File: config.mk
export PLATFORM = sky130hd
export DESIGN_NAME = measurement_frame_parser
export DESIGN_NICKNAME = d
export VERILOG_FILES = /design/src/hw/rtl/mfp_pkg.sv /design/src/hw/rtl/mfp_step.sv /design/src/hw/rtl/measurement_frame_parser.sv
export SDC_FILE = /design/constraint.sdc
export NUM_CORES = 1
export LEC_CHECK = 0
export BUFFER_PORTS_ARGS = -buffer_cell sky130_fd_sc_hd__buf_2
export CORE_MARGIN = 5
export CORE_UTILIZATION = 45
export DETAILED_ROUTE_END_ITERATION = 10
export GPL_TIMING_DRIVEN = 0
export SYNTH_ARGS = -nofsm -noshare
export SYNTH_HDL_FRONTEND = slang
export SYNTH_SLANG_ARGS = --single-unit
File: constraint.sdc
create_clock -name clock -period 3.2 [get_ports clock]
set_input_delay 0.8 -clock clock [delete_from_list [all_inputs] [get_ports clock]]
set_output_delay 0.8 -clock clock [all_outputs]
set_load 0.005 [all_outputs]
File: src/hw/rtl/mfp_pkg.sv
// mfp_pkg: shared types and byte codes for the measurement frame parser.
// Used by mfp_step and measurement_frame_parser; depends on nothing.

package mfp_pkg;

   typedef enum logic [1:0] {
      MODE_MENU   = 2'd0,
      MODE_METER  = 2'd1,
      MODE_LEVEL  = 2'd2,
      MODE_RANGER = 2'd3
   } mode_type;

   typedef enum logic [1:0] {
      PHASE_WAIT_START = 2'd0,
      PHASE_WAIT_SIGN  = 2'd1,
      PHASE_CHUNK      = 2'd2
   } phase_type;

   localparam logic [7:0] BYTE_FRAME_MARK = 8'd0;
   localparam logic [7:0] BYTE_SIGN_PLUS  = 8'd1;
   localparam logic [7:0] BYTE_SIGN_MINUS = 8'd2;
   localparam logic [7:0] BYTE_METER_EXIT = 8'd3;
   localparam logic [7:0] BYTE_MENU_MAX   = 8'd3;
   localparam logic [7:0] BYTE_LEVEL_EMIT = 8'd50;
   localparam logic [7:0] BYTE_LEVEL_EXIT = 8'd100;
   localparam logic [7:0] BYTE_RANGER_REQ = 8'd1;
   localparam logic [7:0] BYTE_RANGER_EXIT = 8'd2;

   localparam logic KIND_METER = 1'b0;
   localparam logic KIND_LEVEL = 1'b1;

   // Narrow control state carried between the step logic and the top level.
   typedef struct packed {
      mode_type  mode;
      phase_type phase;
      logic      sign_minus;
      logic      skip_next;
   } frame_ctl_type;

   // One result beat.
   typedef struct packed {
      mode_type    mode;
      logic        measure_valid;
      logic        measure_kind;
      logic [31:0] measure_value;
      logic        ranger_request;
   } result_type;

endpackage

File: src/hw/rtl/mfp_step.sv
// mfp_step: next state and result for one received byte.
// Depends on mfp_pkg; purely combinational, driven from the top level's input register.

module mfp_step #(
   parameter int SUM_BITS   = 24,
   parameter int TOTAL_BITS = 32
) (
   input  logic [7:0]            rx_byte,
   input  mfp_pkg::frame_ctl_type ctl,
   input  logic [SUM_BITS-1:0]   chunk_sum,
   input  logic [TOTAL_BITS-1:0] running_total,
   output mfp_pkg::frame_ctl_type ctl_next,
   output logic [SUM_BITS-1:0]   chunk_sum_next,
   output logic [TOTAL_BITS-1:0] running_total_next,
   output mfp_pkg::result_type   result
);

   localparam int WIDE     = ((SUM_BITS > TOTAL_BITS) ? SUM_BITS : TOTAL_BITS) + 1;
   localparam int OUT_WIDE = (TOTAL_BITS > 32) ? TOTAL_BITS : 32;

   logic [SUM_BITS:0]       chunk_add;
   logic [SUM_BITS-1:0]     chunk_sat;
   logic [WIDE-1:0]         chunk_wide;
   logic [WIDE-1:0]         total_wide;
   logic [WIDE-1:0]         total_plus;
   logic [WIDE-1:0]         total_max_wide;
   logic [TOTAL_BITS-1:0]   total_applied;
   logic [OUT_WIDE-1:0]     total_out_wide;
   logic [31:0]             total_out;
   logic                    meter_apply;
   logic                    level_emit;

   // Saturating chunk accumulate.
   assign chunk_add = {1'b0, chunk_sum} + (SUM_BITS+1)'(rx_byte);
   assign chunk_sat = chunk_add[SUM_BITS] ? {SUM_BITS{1'b1}} : chunk_add[SUM_BITS-1:0];

   // Apply the frame's signed sum to the total: clamp at 0, saturate at max.
   assign chunk_wide     = WIDE'(chunk_sum);
   assign total_wide     = WIDE'(running_total);
   assign total_plus     = total_wide + chunk_wide;
   assign total_max_wide = WIDE'({TOTAL_BITS{1'b1}});

   always_comb begin
      if (ctl.sign_minus) begin
         total_applied = (chunk_wide > total_wide) ? '0
                                                   : TOTAL_BITS'(total_wide - chunk_wide);
      end else begin
         total_applied = (total_plus > total_max_wide) ? {TOTAL_BITS{1'b1}}
                                                       : TOTAL_BITS'(total_plus);
      end
   end

   assign total_out_wide = OUT_WIDE'(total_applied);
   assign total_out = (total_out_wide > OUT_WIDE'(32'hFFFF_FFFF)) ? 32'hFFFF_FFFF
                                                                  : 32'(total_applied);

   assign meter_apply = (ctl.mode == mfp_pkg::MODE_METER) &&
                        (rx_byte != mfp_pkg::BYTE_METER_EXIT) &&
                        (ctl.phase == mfp_pkg::PHASE_CHUNK) &&
                        (rx_byte == mfp_pkg::BYTE_FRAME_MARK) && !ctl.skip_next;

   assign level_emit = (ctl.mode == mfp_pkg::MODE_LEVEL) &&
                       (rx_byte == mfp_pkg::BYTE_LEVEL_EMIT) && (chunk_sum != '0);

   // Next state.
   always_comb begin
      ctl_next           = ctl;
      chunk_sum_next     = chunk_sum;
      running_total_next = running_total;
      case (ctl.mode)
         mfp_pkg::MODE_MENU: begin
            ctl_next.phase      = mfp_pkg::PHASE_WAIT_START;
            ctl_next.sign_minus = 1'b0;
            ctl_next.skip_next  = 1'b0;
            chunk_sum_next      = '0;
            running_total_next  = '0;
            if (rx_byte <= mfp_pkg::BYTE_MENU_MAX) begin
               ctl_next.mode = mfp_pkg::mode_type'(rx_byte[1:0]);
            end
         end
         mfp_pkg::MODE_METER: begin
            if (rx_byte == mfp_pkg::BYTE_METER_EXIT) begin
               ctl_next.mode = mfp_pkg::MODE_MENU;
            end else begin
               case (ctl.phase)
                  mfp_pkg::PHASE_WAIT_SIGN: begin
                     if (rx_byte == mfp_pkg::BYTE_SIGN_PLUS ||
                         rx_byte == mfp_pkg::BYTE_SIGN_MINUS) begin
                        ctl_next.sign_minus = (rx_byte == mfp_pkg::BYTE_SIGN_MINUS);
                        ctl_next.phase      = mfp_pkg::PHASE_CHUNK;
                     end
                  end
                  mfp_pkg::PHASE_CHUNK: begin
                     if (rx_byte == mfp_pkg::BYTE_FRAME_MARK) begin
                        if (!ctl.skip_next) begin
                           running_total_next = total_applied;
                        end
                        ctl_next.skip_next = !ctl.skip_next;
                        ctl_next.phase     = mfp_pkg::PHASE_WAIT_START;
                        chunk_sum_next     = '0;
                     end else begin
                        chunk_sum_next = chunk_sat;
                     end
                  end
                  default: begin
                     // Unused phase code behaves as waiting for start.
                     if (rx_byte == mfp_pkg::BYTE_FRAME_MARK) begin
                        ctl_next.phase = mfp_pkg::PHASE_WAIT_SIGN;
                     end
                  end
               endcase
            end
         end
         mfp_pkg::MODE_LEVEL: begin
            if (rx_byte == mfp_pkg::BYTE_LEVEL_EXIT) begin
               ctl_next.mode = mfp_pkg::MODE_MENU;
            end else if (rx_byte == mfp_pkg::BYTE_LEVEL_EMIT) begin
               if (chunk_sum != '0) begin
                  chunk_sum_next = '0;
               end
            end else begin
               chunk_sum_next = chunk_sat;
            end
         end
         default: begin
            if (rx_byte == mfp_pkg::BYTE_RANGER_EXIT) begin
               ctl_next.mode = mfp_pkg::MODE_MENU;
            end
         end
      endcase
   end

   // Result beat.
   always_comb begin
      result                = '0;
      result.mode           = ctl_next.mode;
      result.ranger_request = (ctl.mode == mfp_pkg::MODE_RANGER) &&
                              (rx_byte == mfp_pkg::BYTE_RANGER_REQ);
      if (meter_apply) begin
         result.measure_valid = 1'b1;
         result.measure_kind  = mfp_pkg::KIND_METER;
         result.measure_value = total_out;
      end else if (level_emit) begin
         result.measure_valid = 1'b1;
         result.measure_kind  = mfp_pkg::KIND_LEVEL;
         result.measure_value = 32'(chunk_sum);
      end
   end

endmodule

File: src/hw/rtl/measurement_frame_parser.sv
// measurement_frame_parser: top level with input register, parser state and result register.
// Depends on mfp_pkg and mfp_step.
//
//   channel   direction   handshake              payload
//   req_      in          req_valid / req_stall  req_rx_byte
//   rsp_      out         rsp_valid / rsp_stall  rsp_mode, rsp_measure_valid,
//                                                rsp_measure_kind, rsp_measure_value,
//                                                rsp_ranger_request
//
// One byte per cycle sustained while rsp_stall is low; each byte yields exactly one result beat.
// A byte passes through the input register, then the step logic into the result register.
// The parser state updates in the cycle a byte moves into the result register.
// Reset clears mode, frame state, totals and both valid flags; no clearing pass.
// rsp_stall holds the result register and backs up into req_stall once the
// input register is also full.

module measurement_frame_parser #(
   parameter int SUM_BITS   = 24,
   parameter int TOTAL_BITS = 32
) (
   input  logic             clock,
   input  logic             reset,
   input  logic             req_valid,
   output logic             req_stall,
   input  logic [7:0]       req_rx_byte,
   output logic             rsp_valid,
   input  logic             rsp_stall,
   output mfp_pkg::mode_type rsp_mode,
   output logic             rsp_measure_valid,
   output logic             rsp_measure_kind,
   output logic [31:0]      rsp_measure_value,
   output logic             rsp_ranger_request
);

   logic                   in_valid_ff;
   logic [7:0]             in_byte_ff;
   logic                   advance;

   mfp_pkg::frame_ctl_type ctl_ff;
   mfp_pkg::frame_ctl_type ctl_in;
   logic [SUM_BITS-1:0]    chunk_sum_ff;
   logic [SUM_BITS-1:0]    chunk_sum_in;
   logic [TOTAL_BITS-1:0]  total_ff;
   logic [TOTAL_BITS-1:0]  total_in;

   mfp_pkg::result_type    result_in;
   mfp_pkg::result_type    result_ff;
   logic                   rsp_valid_ff;

   assign advance   = in_valid_ff && (!rsp_valid_ff || !rsp_stall);
   assign req_stall = in_valid_ff && !advance;

   always_ff @(posedge clock) begin
      if (reset) begin
         in_valid_ff <= 1'b0;
      end else if (!req_stall) begin
         in_valid_ff <= req_valid;
      end
   end

   always_ff @(posedge clock) begin
      if (!req_stall) begin
         in_byte_ff <= req_rx_byte;
      end
   end

   mfp_step #(
      .SUM_BITS   (SUM_BITS),
      .TOTAL_BITS (TOTAL_BITS)
   ) u_step (
      .rx_byte            (in_byte_ff),
      .ctl                (ctl_ff),
      .chunk_sum          (chunk_sum_ff),
      .running_total      (total_ff),
      .ctl_next           (ctl_in),
      .chunk_sum_next     (chunk_sum_in),
      .running_total_next (total_in),
      .result             (result_in)
   );

   // Commit state only when the beat moves into the result register.
   always_ff @(posedge clock) begin
      if (reset) begin
         ctl_ff.mode       <= mfp_pkg::MODE_MENU;
         ctl_ff.phase      <= mfp_pkg::PHASE_WAIT_START;
         ctl_ff.sign_minus <= 1'b0;
         ctl_ff.skip_next  <= 1'b0;
         chunk_sum_ff      <= '0;
         total_ff          <= '0;
      end else if (advance) begin
         ctl_ff       <= ctl_in;
         chunk_sum_ff <= chunk_sum_in;
         total_ff     <= total_in;
      end
   end

   always_ff @(posedge clock) begin
      if (reset) begin
         rsp_valid_ff <= 1'b0;
      end else if (advance) begin
         rsp_valid_ff <= 1'b1;
      end else if (!rsp_stall) begin
         rsp_valid_ff <= 1'b0;
      end
   end

   always_ff @(posedge clock) begin
      if (advance) begin
         result_ff <= result_in;
      end
   end

   assign rsp_valid          = rsp_valid_ff;
   assign rsp_mode           = result_ff.mode;
   assign rsp_measure_valid  = result_ff.measure_valid;
   assign rsp_measure_kind   = result_ff.measure_kind;
   assign rsp_measure_value  = result_ff.measure_value;
   assign rsp_ranger_request = result_ff.ranger_request;

   a_measure_mode : assert property (@(posedge clock) disable iff (reset)
      (rsp_valid && rsp_measure_valid) |->
         ((rsp_measure_kind == mfp_pkg::KIND_METER && rsp_mode == mfp_pkg::MODE_METER) ||
          (rsp_measure_kind == mfp_pkg::KIND_LEVEL && rsp_mode == mfp_pkg::MODE_LEVEL)))
      else $error("measurement beat does not match its mode");

   a_level_nonzero : assert property (@(posedge clock) disable iff (reset)
      (rsp_valid && rsp_measure_valid && rsp_measure_kind == mfp_pkg::KIND_LEVEL) |->
         (rsp_measure_value != 32'd0))
      else $error("level measurement emitted with zero sum");

   a_ranger_mode : assert property (@(posedge clock) disable iff (reset)
      (rsp_valid && rsp_ranger_request) |-> (rsp_mode == mfp_pkg::MODE_RANGER))
      else $error("ranger request outside ranger mode");

   a_state_hold : assert property (@(posedge clock) disable iff (reset)
      !advance |=> ($stable(ctl_ff) && $stable(chunk_sum_ff) && $stable(total_ff)))
      else $error("parser state changed without a beat advancing");

endmodule

==> results of run 1 <==
[metrics by stage]
stage	total power [uW]	worst slack, ns
floorplan	1650	-0.0192
global placement	1730	-1.35
detailed placement	1740	-1.36
CTS	2870	-0.261
global route	2970	-0.359
finish	2870	-0.259
[worst reg2reg max path: stages, from the launching register on]
cell and delay [ns]:
dfxtp_4 0.38, clkinvlp_4 0.14, fa_2 0.44, o21bai_4 0.14, a21oi_4 0.09, o311ai_4 0.26, a211oi_2 0.16, o21ai_2 0.29
a2111oi_4 0.15, or3_4 0.45, buf_12 0.17, buf_12 0.16, a21oi_4 0.14, a31oi_4 0.06, o21ai_2 0.26
[routing by layer]
metal	wire, microns	track usage (%)	share of wire, %	vias to the layer above
met4	1290	9.31	4.3	0
li1	-	-	-	4101
met1	13200	36.8	44	4184
met2	13400	39.9	44	379
met5	0	0	0	-
met3	2440	5.30	8.0	73
[placed cells by master (no fill, tap or decap), drive strengths merged, types with 5 or more instances in the layout]
master    Yosys  routed
o211ai        8       8
o21ai       102     102
xor2          6       6
and3          7       7
or3           7       7
edfxtp       45      45
clkinvlp      0       7
a21o         16      16
inv          68      68
nand2        88      88
clkbuf       51      46
nor2         97      97
nor2b        14      14
nor3         28      28
nand4        12      12
and2          9       9
a211oi        8       8
o22ai         7       7
o21bai       10      10
or2           5       5
xnor2        39      39
a21oi        97      97
ha           64      64
buf          15     165
a22o         12      12
o31ai         9       9
nor4         18      18
dfxtp        64      64
nand3        27      27
a22oi         6       6
a31oi        26      26
nand2b       12      12
[worst max-delay path by stage]
stage	endpoint	slack, ns	cells past startpoint
after floorplan	rsp_measure_value[31]	-0.02	15
after global placement	rsp_measure_value[25]	-1.35	13
after detailed placement	total_ff[30]	-1.36	10
after CTS	rsp_measure_value[28]	-0.26	15
after global routing	rsp_measure_value[21]	-0.36	15
final	rsp_measure_value[19]	-0.26	14
[logic make-up (layout without fill, tap and decap cells)]
kind of cell | after synthesis | after routing | synth area share, %
AO/OA/AOI/OAI | 351 | 351 | 26.7
buffers and inverters | 134 | 286 | 6.74
XOR/XNOR | 45 | 45 | 4.72
AND/OR/NAND/NOR | 338 | 338 | 19.7
flip-flops | 109 | 109 | 31.5
adder cells (fa/ha/maj) | 67 | 67 | 10.3
multiplexers | 2 | 2 | 0.255
[registers in the layout, indices dropped and copies added, names as in the netlist]
signal	cells
rsp_measure_value	32
total_ff	32
chunk_sum_ff	24
in_byte_ff	8
ctl_ff	6
rsp_mode	2
in_valid_ff	1
rsp_measure_kind	1
rsp_measure_valid	1
rsp_ranger_request	1
rsp_valid	1
[area by class of cell]
class | instances | area share (%)
buffer | 51 | 2.92
clock buffer | 10 | 2.02
clock inverter | 6 | 0.464
inverter | 68 | 2.45
multi-input combinational | 803 | 55.5
sequential | 109 | 23.8
tap | 229 | 2.53
timing repair buffer | 150 | 10.3
timing repair inverter | 1 | 0.0442
[timing repair]
item	4_1_cts	5_1_grt
gates resized for setup	197	180
gates cloned	2	4
hold endpoints to repair	0	0
endpoints found under the setup margin	88	88
pin swaps	69	72
buffers inserted	55	42
[power by group through the flow]
stage | Clock (uW) | Sequential [uW] | Combinational [uW]
2_1_floorplan | 0 | 1520 | 134
3_3_place_gp | 0 | 1520 | 217
3_5_place_dp | 0 | 1520 | 218
4_1_cts | 1150 | 1480 | 249
5_1_grt | 1200 | 1480 | 297
6_report | 1120 | 1470 | 274
==> reports/qor.csv, run 1 <==
stage,metric,value,unit
worst_setup_path,slowest_stage,or3_4,
global_routing,grt.total_usage,26.2,%
final_layout,drive_above_1_share,33.5,%
final_layout,fillers,1539,
worst_setup_path,critPathLaunch,chunk_sum_ff[1],
min_path,min_path_cells,2,
detailed_routing,dr.first_iter.drc_count,864,
sta,skew,0.00990,ns
synth,synth_edf_count,45,
pwr,power_density,254,mW/mm^2
synth,syn_area,0.00835,sq mm
sta,hold_slack,0.485,ns
clocking,h-tree-depth,3,
sta,post-route-min-period,3.46,ns
worst_setup_path,crit_type,register to register,
placed_design,port_buffers,50,
pwr,p_comb_share,9.6,%
status,status,"complete, but fails checks",
worst_setup_path,rrSetupSlack,-0.26,ns
pwr,cellInternalPower,2110,uW
global_routing,grt-ovfl-total,0,
flow_run,max_cap_violations,0,
floorplanning,rows,49,
final_layout,multiInputGateArea,0.00628,sq mm
sta,setup_slack,-0.259,ns
min_path,whs_endpoint,total_ff[5],
clocking,worstSkewPairLatency,0.37,ns
synth,synth_area_per_cell,7.98,sq um
synth,ys_ff_latch,109,
detailed_routing,route.detailed.drc,0,
final_layout,fin_util,62.6,%
synth,synth_area_leader_cell,edfxtp_1,
worst_setup_path,crit_chain,clkinvlp_4 > fa_2 > o21bai_4 > a21oi_4 > o311ai_4 > a211oi_2 > o21ai_2 > a2111oi_4 > or3_4 > buf_12 > buf_12 > a21oi_4 > a31oi_4 > o21ai_2,
clocking,numCtsBuffers,9,
clocking,cts_root_buffer,clkbuf_16,
floorplanning,coreArea,0.0181,sq mm
floorplanning,start_util,46.2,%
sta,drv_slew,0,
pwr,power_frac_seq,51.3,%
clocking,holdBufCountCts,0,
sta,rsz0062_at_grt,true,
pwr,p_sw,764,uW
worst_setup_path,rr_worst_depth,14,
sta,setup_tns,-7.65,ns
final_layout,n_antenna_cell,0,
placed_design,dp_hpwl,20.1,mm
synth,synth_cells,1046,
worst_setup_path,r2r_end,rsp_measure_value[19],
detailed_routing,firstDrtPassIters,5,
placed_design,post_dp_cell_area,0.00890,sq mm
worst_setup_path,cp_slowest_stage_delay,0.45,ns
sta,period_share,108,%
status,violations,setup timing,
floorplanning,die_h,146,microns
detailed_routing,wl_per_cell,21.3,microns
clocking,cts_sinks,109,
synth,yosysWarnings,0,
synth,ys_types,79,
worst_setup_path,path_max_fanout,5,
pwr,swShare,26.6,%
sta,hold_viol_final,0,
worst_setup_path,reg2reg_from,chunk_sum_ff[1],
synth,ys.flop_type,dfxtp_1,
synth,async_flop_share,0,%
worst_setup_path,crit_path_end_kind,register,
floorplanning,die-area,0.0214,sq mm
placed_design,dp.cells,1325,
worst_setup_path,worstPathArrival,3.65,ns
min_path,hold_class,register to register,
worst_setup_path,cpLargestDelayFamily,compound AO/OA/AOI/OAI gates,
global_routing,grt_max_degree,20,
detailed_routing,ant_nets,0,
pwr,p_leak,0.00430,uW
global_routing,antenna_found_initial,0,
synth,synth_nets,1125,
final_layout,ff_latch_area,0.00270,sq mm
synth,synth.yosys.seq_area_share,31.5,%
final_layout,final_nets,1272,
final_layout,final_cells,1427,
detailed_routing,vias,8737,
placed_design,routabilityCongestion,0.965,
synth,synth_top_area_share,16.2,%
worst_setup_path,cp-start-kind,register,
detailed_routing,via_per_inst,6.12,
floorplanning,die_width,146,microns
clocking,path_clk_slew,0.08,ns
pwr,p_clk_share,39.1,%
sta,clock.fmax,289,MHz
sta,tightest_slew,1.35,ns
final_layout,syn_to_final_growth,35.7,%
clocking,cts_tree,built,
synth,synth_top_cells_by_count,"o21ai_0 (98), a21oi_1 (97), nor2_1 (97)",
worst_setup_path,critPathBufInv,3,
final_layout,stdcell_area,0.0113,sq mm
sta,timing.slew.headroom,9.41,%
global_routing,grt_pass1_wl,44.4,mm
detailed_routing,wirelength,30.3,mm
synth,ys_top_cells_by_area,"edfxtp_1 (16%), dfxtp_1 (15%), ha_1 (9.6%)",
sta,setup_viol,55,
pwr,peakVddDrop,260,uV
clocking,clk_path_buf_depth,2,
floorplanning,io_pins,51,
min_path,worstHoldStart,total_ff[5],
global_routing,grt_pass1_vias,7769,
worst_setup_path,required,3.40,ns
synth,yosysMostFrequentCell,o21ai_0,
Power figures use the tool's default switching activity.
==> run 2, diff against run 1 <==
--- a/config.mk
+++ b/config.mk
@@ -5,6 +5,7 @@
 export SDC_FILE = /design/constraint.sdc
 export NUM_CORES = 1
 export LEC_CHECK = 0
+export ABC_AREA = 1
 export BUFFER_PORTS_ARGS = -buffer_cell sky130_fd_sc_hd__buf_2
 export CORE_MARGIN = 5
 export CORE_UTILIZATION = 45
==> run 2 against run 1 <==
  * Combinational power decreased by 11%
  * Synthesized area increased by 21%
  * Highest routed layer unchanged
  * Total power increased by 2.1%
  * First-iteration DRC count increased by 15%
  * Critical path depth increased by 1
  * The run now ends clean
  * Largest cell class unchanged
  * Largest power group unchanged
  * Cell area decreased by 2.2%
  * Register-to-register slack improved by 0.46 ns
==> reports/qor.csv, run 2 <==
stage,metric,value,unit,change
synth,synth_edf_count,45,,unchanged
final_layout,stdcell_area,0.0111,sq mm,-2.2%
sta,rsz0062_at_grt,false,,
placed_design,pre_cts_ws,-0.0389,ns,+1.32 ns
clocking,cts_sinks,109,,unchanged
detailed_routing,vias,10515,,+20%
placed_design,dp_hpwl,27.9,mm,+39%
synth,yosysMostFrequentCell,nand2_1,,
detailed_routing,via_per_inst,5.39,,-12%
synth,async_flop_share,0,%,unchanged
floorplanning,rows,54,,+10%
synth,ys_types,44,,-44%
final_layout,fillers,2261,,+47%
synth,syn_area,0.0101,sq mm,+21%
worst_setup_path,crit_path_end_kind,register,,
detailed_routing,ant_nets,0,,unchanged
worst_setup_path,worstPathArrival,3.10,ns,-0.55 ns
synth,synth_area_per_cell,6.30,sq um,-21%
final_layout,layout_common_cells,"nand2_1 (520), inv_1 (208), nor2_1 (127)",,
floorplanning,die_h,160,microns,+9.3%
detailed_routing,firstDrtPassIters,6,,+1
worst_setup_path,path_max_fanout,10,,+5
sta,drv_slew,0,,unchanged
sta,hold_viol_final,0,,unchanged
floorplanning,io_pins,51,,unchanged
global_routing,grt_pass1_wl,54.2,mm,+22%
global_routing,grt.total_usage,26.8,%,+0.61 points
clocking,h-tree-depth,3,,unchanged
sta,period_share,93.8,%,-14 points
final_layout,final_common_cell,nand2_1,,
synth,synth_area_leader_cell,nand2_1,,
detailed_routing,wl_per_cell,17.7,microns,-17%
floorplanning,die_width,160,microns,+9.3%
clocking,numCtsBuffers,9,,unchanged
final_layout,drive_above_1_share,11.8,%,-22 points
worst_setup_path,cp-start-kind,register,,
floorplanning,start_util,46.0,%,-0.16 points
sta,clock.fmax,333,MHz,+15%
global_routing,grt_pass1_vias,9748,,+25%
synth,yosysWarnings,0,,unchanged
sta,skew,0.0122,ns,+0.00232 ns
worst_setup_path,required,3.30,ns,-0.10 ns
clocking,cts_tree,built,,
clocking,holdBufCountCts,0,,unchanged
final_layout,n_antenna_cell,0,,unchanged
pwr,power_density,265,mW/mm^2,+4.4%
synth,ys_ff_latch,109,,unchanged
worst_setup_path,crit_type,register to register,,
sta,setup_slack,0.200,ns,+0.459 ns
clocking,path_clk_slew,0.09,ns,about the same
min_path,hold_class,register to register,,
clocking,clk_path_buf_depth,2,,unchanged
clocking,cts_root_buffer,clkbuf_16,,
placed_design,routabilityCongestion,0.993,,+2.9%
global_routing,antenna_found_initial,0,,unchanged
placed_design,post_dp_cell_area,0.0107,sq mm,+21%
sta,post-route-min-period,3.00,ns,-0.459 ns
status,status,"complete, no violations",,
sta,timing.slew.headroom,37.0,%,+28 points
sta,tightest_slew,0.945,ns,-0.403 ns
pwr,totalPowerFinal,2930,uW,+2.1%
placed_design,port_buffers,49,,-2.0%
flow_run,max_cap_violations,0,,unchanged
synth,synth_cells,1604,,+53%
synth,synth_nets,1683,,+50%
pwr,p_leak,0.00550,uW,+28%
detailed_routing,wirelength,34.6,mm,+14%
detailed_routing,dr.first_iter.drc_count,997,,+15%
final_layout,syn_to_final_growth,9.65,%,
sta,setup_viol,0,,-100%
global_routing,grt_max_degree,23,,+15%
floorplanning,die-area,0.0255,sq mm,+19%
floorplanning,coreArea,0.0220,sq mm,+21%
synth,synth.yosys.seq_area_share,26.1,%,-5.5 points
sta,hold_slack,0.495,ns,+0.00954 ns
global_routing,grt-ovfl-total,0,,unchanged
pwr,peakVddDrop,219,uV,-16%
synth,synth_top_area_share,19.4,%,+3.2 points
clocking,worstSkewPairLatency,0.37,ns,about the same
final_layout,final_nets,1746,,+37%
synth,ys_top_cells_by_area,"nand2_1 (19%), edfxtp_1 (13%), dfxtp_1 (13%)",,
synth,ys.flop_type,dfxtp_1,,
synth,synth_top_cells_by_count,"nand2_1 (521), inv_1 (209), nor2_1 (128)",,
detailed_routing,route.detailed.drc,0,,unchanged
==> run 2: layer usage <==
| layer | vias to the layer above | global-route usage (%) | part of all wire, % |
|---|---|---|---|
| li1 | 5272 | - | - |
| met1 | 4800 | 38.1 | 46 |
| met2 | 385 | 42.4 | 44 |
| met3 | 58 | 3.30 | 7.5 |
| met4 | 0 | 8.56 | 3.0 |
| met5 | - | 0 | 0 |
==> run 2: timing repair <==
| action | in CTS | in global routing |
|---|---|---|
| resized for setup | 1 | 8 |
| pin swaps | 1 | 0 |
| buffers inserted | 2 | 0 |
| endpoints found under the hold margin | 0 | 0 |
| endpoints found under the setup margin | 7 | 36 |
==> run 2: final timing paths <==
check	startpoint	end	slack, ns	cells past startpoint
max reg2reg	chunk_sum_ff[13]	rsp_measure_value[20]	0.20	15
max	chunk_sum_ff[13]	rsp_measure_value[20]	0.20	15
min	total_ff[14]	total_ff[14]	0.49	2
min reg2reg	total_ff[14]	total_ff[14]	0.49	2
==> run 2: cell type report <==
| cell class | instances | area, sq um | share of cell area, % |
|---|---|---|---|
| tap | 280 | 350 | 3.16 |
| inverter | 216 | 811 | 7.32 |
| multi-input combinational | 1220 | 6320 | 57.1 |
| timing repair buffer | 52 | 293 | 2.64 |
| clock buffer | 9 | 225 | 2.03 |
| buffer | 59 | 363 | 3.28 |
| sequential | 109 | 2640 | 23.8 |
| clock inverter | 7 | 75.1 | 0.678 |
==> run 2: where the power goes <==
part           switching, uW  leakage (uW)  internal (uW)  total [uW]
clock                    637      0.000150            560        1200
sequential              17.7      0.000954           1470        1490
combinational            170       0.00439           74.0         244
==> run 2: cells by family (layout without fill, tap and decap cells) <==
kind of cell	after synthesis	count (layout)	share of synthesized area, %
simple gates	870	870	37.2
buf+inv	275	343	11.6
compound gates	247	247	13.5
flops	109	109	26.1
fa+ha+maj	67	67	8.52
xor+xnor	36	36	3.12
==> run 2: worst max-delay path: stages, from the launching register on <==
cell,delay (ns)
dfxtp_2,0.44
inv_1,0.18
ha_1,0.32
buf_2,0.17
a21oi_1,0.30
o21ai_0,0.18
a21oi_1,0.18
nand2_2,0.11
nand2_2,0.11
a21oi_4,0.07
buf_12,0.14
buf_8,0.16
nand3_2,0.07
nand2_2,0.12
nand2_1,0.08
o21ai_1,0.08
==> run 2: per-stage QoR <==
stage	cells	setup TNS, ns	utilization [%]
after floorplan	1604	0	-
after global placement	1933	-70.53	48.7
after detailed placement	1934	-0.130	48.8
after CTS	1952	0	50.3
after global routing	1952	0	50.4
final	1952	0	50.4
==> run 3, diff against run 2 <==
--- a/config.mk
+++ b/config.mk
@@ -11,6 +11,7 @@
 export CORE_UTILIZATION = 45
 export DETAILED_ROUTE_END_ITERATION = 10
 export GPL_TIMING_DRIVEN = 0
+export REMOVE_ABC_BUFFERS = 1
 export SYNTH_ARGS = -nofsm -noshare
 export SYNTH_HDL_FRONTEND = slang
 export SYNTH_SLANG_ARGS = --single-unit
==> run 3 against run 2 <==
  * Clock skew rose by 0.0072 ns
  * Via count shrank 3.1%
  * Hold slack worse by 0.0013 ns
  * Critical path type unchanged
  * Largest power group unchanged
  * Highest routed layer unchanged
==> reports/qor.csv, run 3 (same netlist as run 2, synthesis figures left out) <==
stage,metric,value,unit,change
detailed_routing,vias,10186,,-3.1%
sta,tightest_slew,1.19,ns,+0.245 ns
floorplanning,rows,54,,unchanged
detailed_routing,dr.first_iter.drc_count,1021,,+2.4%
sta,post-route-min-period,3.09,ns,+0.0930 ns
floorplanning,die_width,160,microns,unchanged
final_layout,multiInputGateArea,0.00644,sq mm,+1.9%
global_routing,grt.total_usage,25.2,%,-1.6 points
detailed_routing,wirelength,33.4,mm,-3.5%
final_layout,fin_util,50.0,%,-0.46 points
final_layout,drive_above_1_share,11.0,%,-0.76 points
global_routing,grt_max_degree,63,,+170%
detailed_routing,route.detailed.drc,0,,unchanged
detailed_routing,ant_nets,0,,unchanged
sta,rsz0062_at_grt,true,,
global_routing,grt-ovfl-total,0,,unchanged
status,status,"complete, no violations",,
pwr,peakVddDrop,377,uV,+72%
worst_setup_path,cpLargestDelayFamily,simple AND/OR/NAND/NOR gates,,
sta,hold_viol_final,0,,unchanged
floorplanning,io_pins,51,,unchanged
detailed_routing,wl_per_cell,17.5,microns,-1.1%
clocking,h-tree-depth,3,,unchanged
sta,setup_viol,0,,unchanged
final_layout,n_antenna_cell,0,,unchanged
sta,drv_slew,0,,unchanged
pwr,p_leak,0.00536,uW,-2.5%
min_path,hold_class,register to register,,
final_layout,syn_to_final_growth,8.66,%,
clocking,clk_path_buf_depth,2,,unchanged
worst_setup_path,crit_type,register to register,,
worst_setup_path,required,3.25,ns,-0.05 ns
worst_setup_path,path_max_fanout,5,,-5
clocking,worstSkewPairLatency,0.39,ns,+0.02 ns
worst_setup_path,worstPathArrival,3.14,ns,+0.04 ns
sta,setup_tns,0,ns,unchanged
flow_run,max_cap_violations,0,,unchanged
floorplanning,coreArea,0.0220,sq mm,unchanged
sta,skew,0.0194,ns,+0.00721 ns
final_layout,stdcell_area,0.0110,sq mm,-0.90%
worst_setup_path,crit_path_end_kind,register,,
clocking,cts_sinks,109,,unchanged
floorplanning,die_h,160,microns,unchanged
placed_design,dp.cells,1879,,-2.8%
final_layout,fillers,2332,,+3.1%
worst_setup_path,cp_slowest_stage_delay,0.56,ns,+0.12 ns
pwr,power_density,274,mW/mm^2,+3.4%
sta,clock.fmax,323,MHz,-3.0%
placed_design,routabilityCongestion,1.00,,+0.70%
worst_setup_path,crit_top_cell,nand2_1,,
global_routing,grt_pass1_wl,51.3,mm,-5.2%
global_routing,antenna_found_initial,0,,unchanged
placed_design,post_dp_cell_area,0.0104,sq mm,-2.6%
clocking,cts_root_buffer,clkbuf_16,,
placed_design,port_buffers,50,,+2.0%
sta,timing.slew.headroom,20.5,%,-16 points
sta,period_share,96.7,%,+2.9 points
clocking,numCtsBuffers,9,,unchanged
global_routing,grt_pass1_vias,9415,,-3.4%
final_layout,final_nets,1698,,-2.7%
detailed_routing,firstDrtPassIters,7,,+1
worst_setup_path,cp-start-kind,register,,
worst_setup_path,crit_chain,inv_1 > fa_1 > nand3_2 > nand2_2 > nand2_1 > nand2_1 > nand2_1 > nand2_2 > nand2_2 > nand2_1 > nand2_2 > o21ai_2 > nand2_1 > o21ai_0,,
worst_setup_path,critPathBufInv,1,,-3
floorplanning,die-area,0.0255,sq mm,unchanged
clocking,cts_tree,built,,
final_layout,final_cells,1904,,-2.5%
clocking,path_clk_slew,0.09,ns,about the same
placed_design,dp_hpwl,25.1,mm,-10%
final_layout,layout_common_cells,"nand2_1 (518), inv_1 (207), nor2_1 (126)",,
floorplanning,start_util,46.0,%,unchanged
final_layout,ff_latch_area,0.00263,sq mm,about the same
detailed_routing,via_per_inst,5.35,,-0.69%
final_layout,final_common_cell,nand2_1,,
pwr,totalPowerFinal,3000,uW,+2.4%
worst_setup_path,slowest_stage,fa_1,,
## run 3: cell types whose count changed in the layout (fill, tap and decap cells not counted), sizes merged
cell      delta
clkbuf      -18
clkinv       +1
a21oi        +2
clkinvlp     +2
inv          -2
buf         -33
## run 3: worst register-to-register path: stages (launching register included)
cell     delay [ns]
dfxtp_1        0.48
inv_1          0.25
fa_1           0.56
nand3_2        0.10
nand2_2        0.10
nand2_1        0.08
nand2_1        0.09
nand2_1        0.10
nand2_2        0.11
nand2_2        0.16
nand2_1        0.21
nand2_2        0.20
o21ai_2        0.09
nand2_1        0.06
o21ai_0        0.17
## run 3: power breakdown
| group | switching, uW | internal, uW | leakage, uW |
|---|---|---|---|
| sequential | 18.0 | 1470 | 0.000954 |
| clock | 689 | 576 | 0.000154 |
| combinational | 170 | 77.7 | 0.00425 |
## run 3: routing by layer
metal  GRT usage (%)  share of wire, %  up-vias  wire (microns)
met5               0                 0        -               0
met4            6.34               2.0        0             663
met3            3.38               6.8       51            2280
met2            40.8                44      352           14700
met1            35.7                47     4610           15700
li1                -                 -     5173               -
## run 3: per-stage QoR
stage | hold WS, ns | worst slack [ns]
after floorplan | 0.456 | -0.413
after global placement | 0.475 | -2.23
after detailed placement | 0.481 | -0.371
after CTS | 0.495 | 0.00563
after global routing | 0.511 | -0.0711
final | 0.494 | 0.107
## run 3: final cells by class
type	instances	area share [%]
multi-input combinational	1222	58.7
clock buffer	9	2.05
tap	280	3.19
sequential	109	24.0
clock inverter	7	0.855
timing repair buffer	60	3.73
inverter	216	7.42
timing repair inverter	1	0.0684
## run 3: repair_timing
action                     4_1_cts  5_1_grt
setup endpoints to repair       68       64
buffers inserted                 2        3
pin swaps                        1        2
hold buffers                     0        0
resized for setup               11       17
gates cloned                     2        1
## run 3: path summary, 6_finish.rpt
check / slack [ns] / startpoint / end / cells after the start
worst max register to register: 0.11 / chunk_sum_ff[1] / rsp_measure_value[10] / 14
worst min register to register: 0.49 / total_ff[14] / total_ff[14] / 2
worst max-delay path: 0.11 / chunk_sum_ff[1] / rsp_measure_value[10] / 14
worst min-delay path: 0.49 / total_ff[14] / total_ff[14] / 2
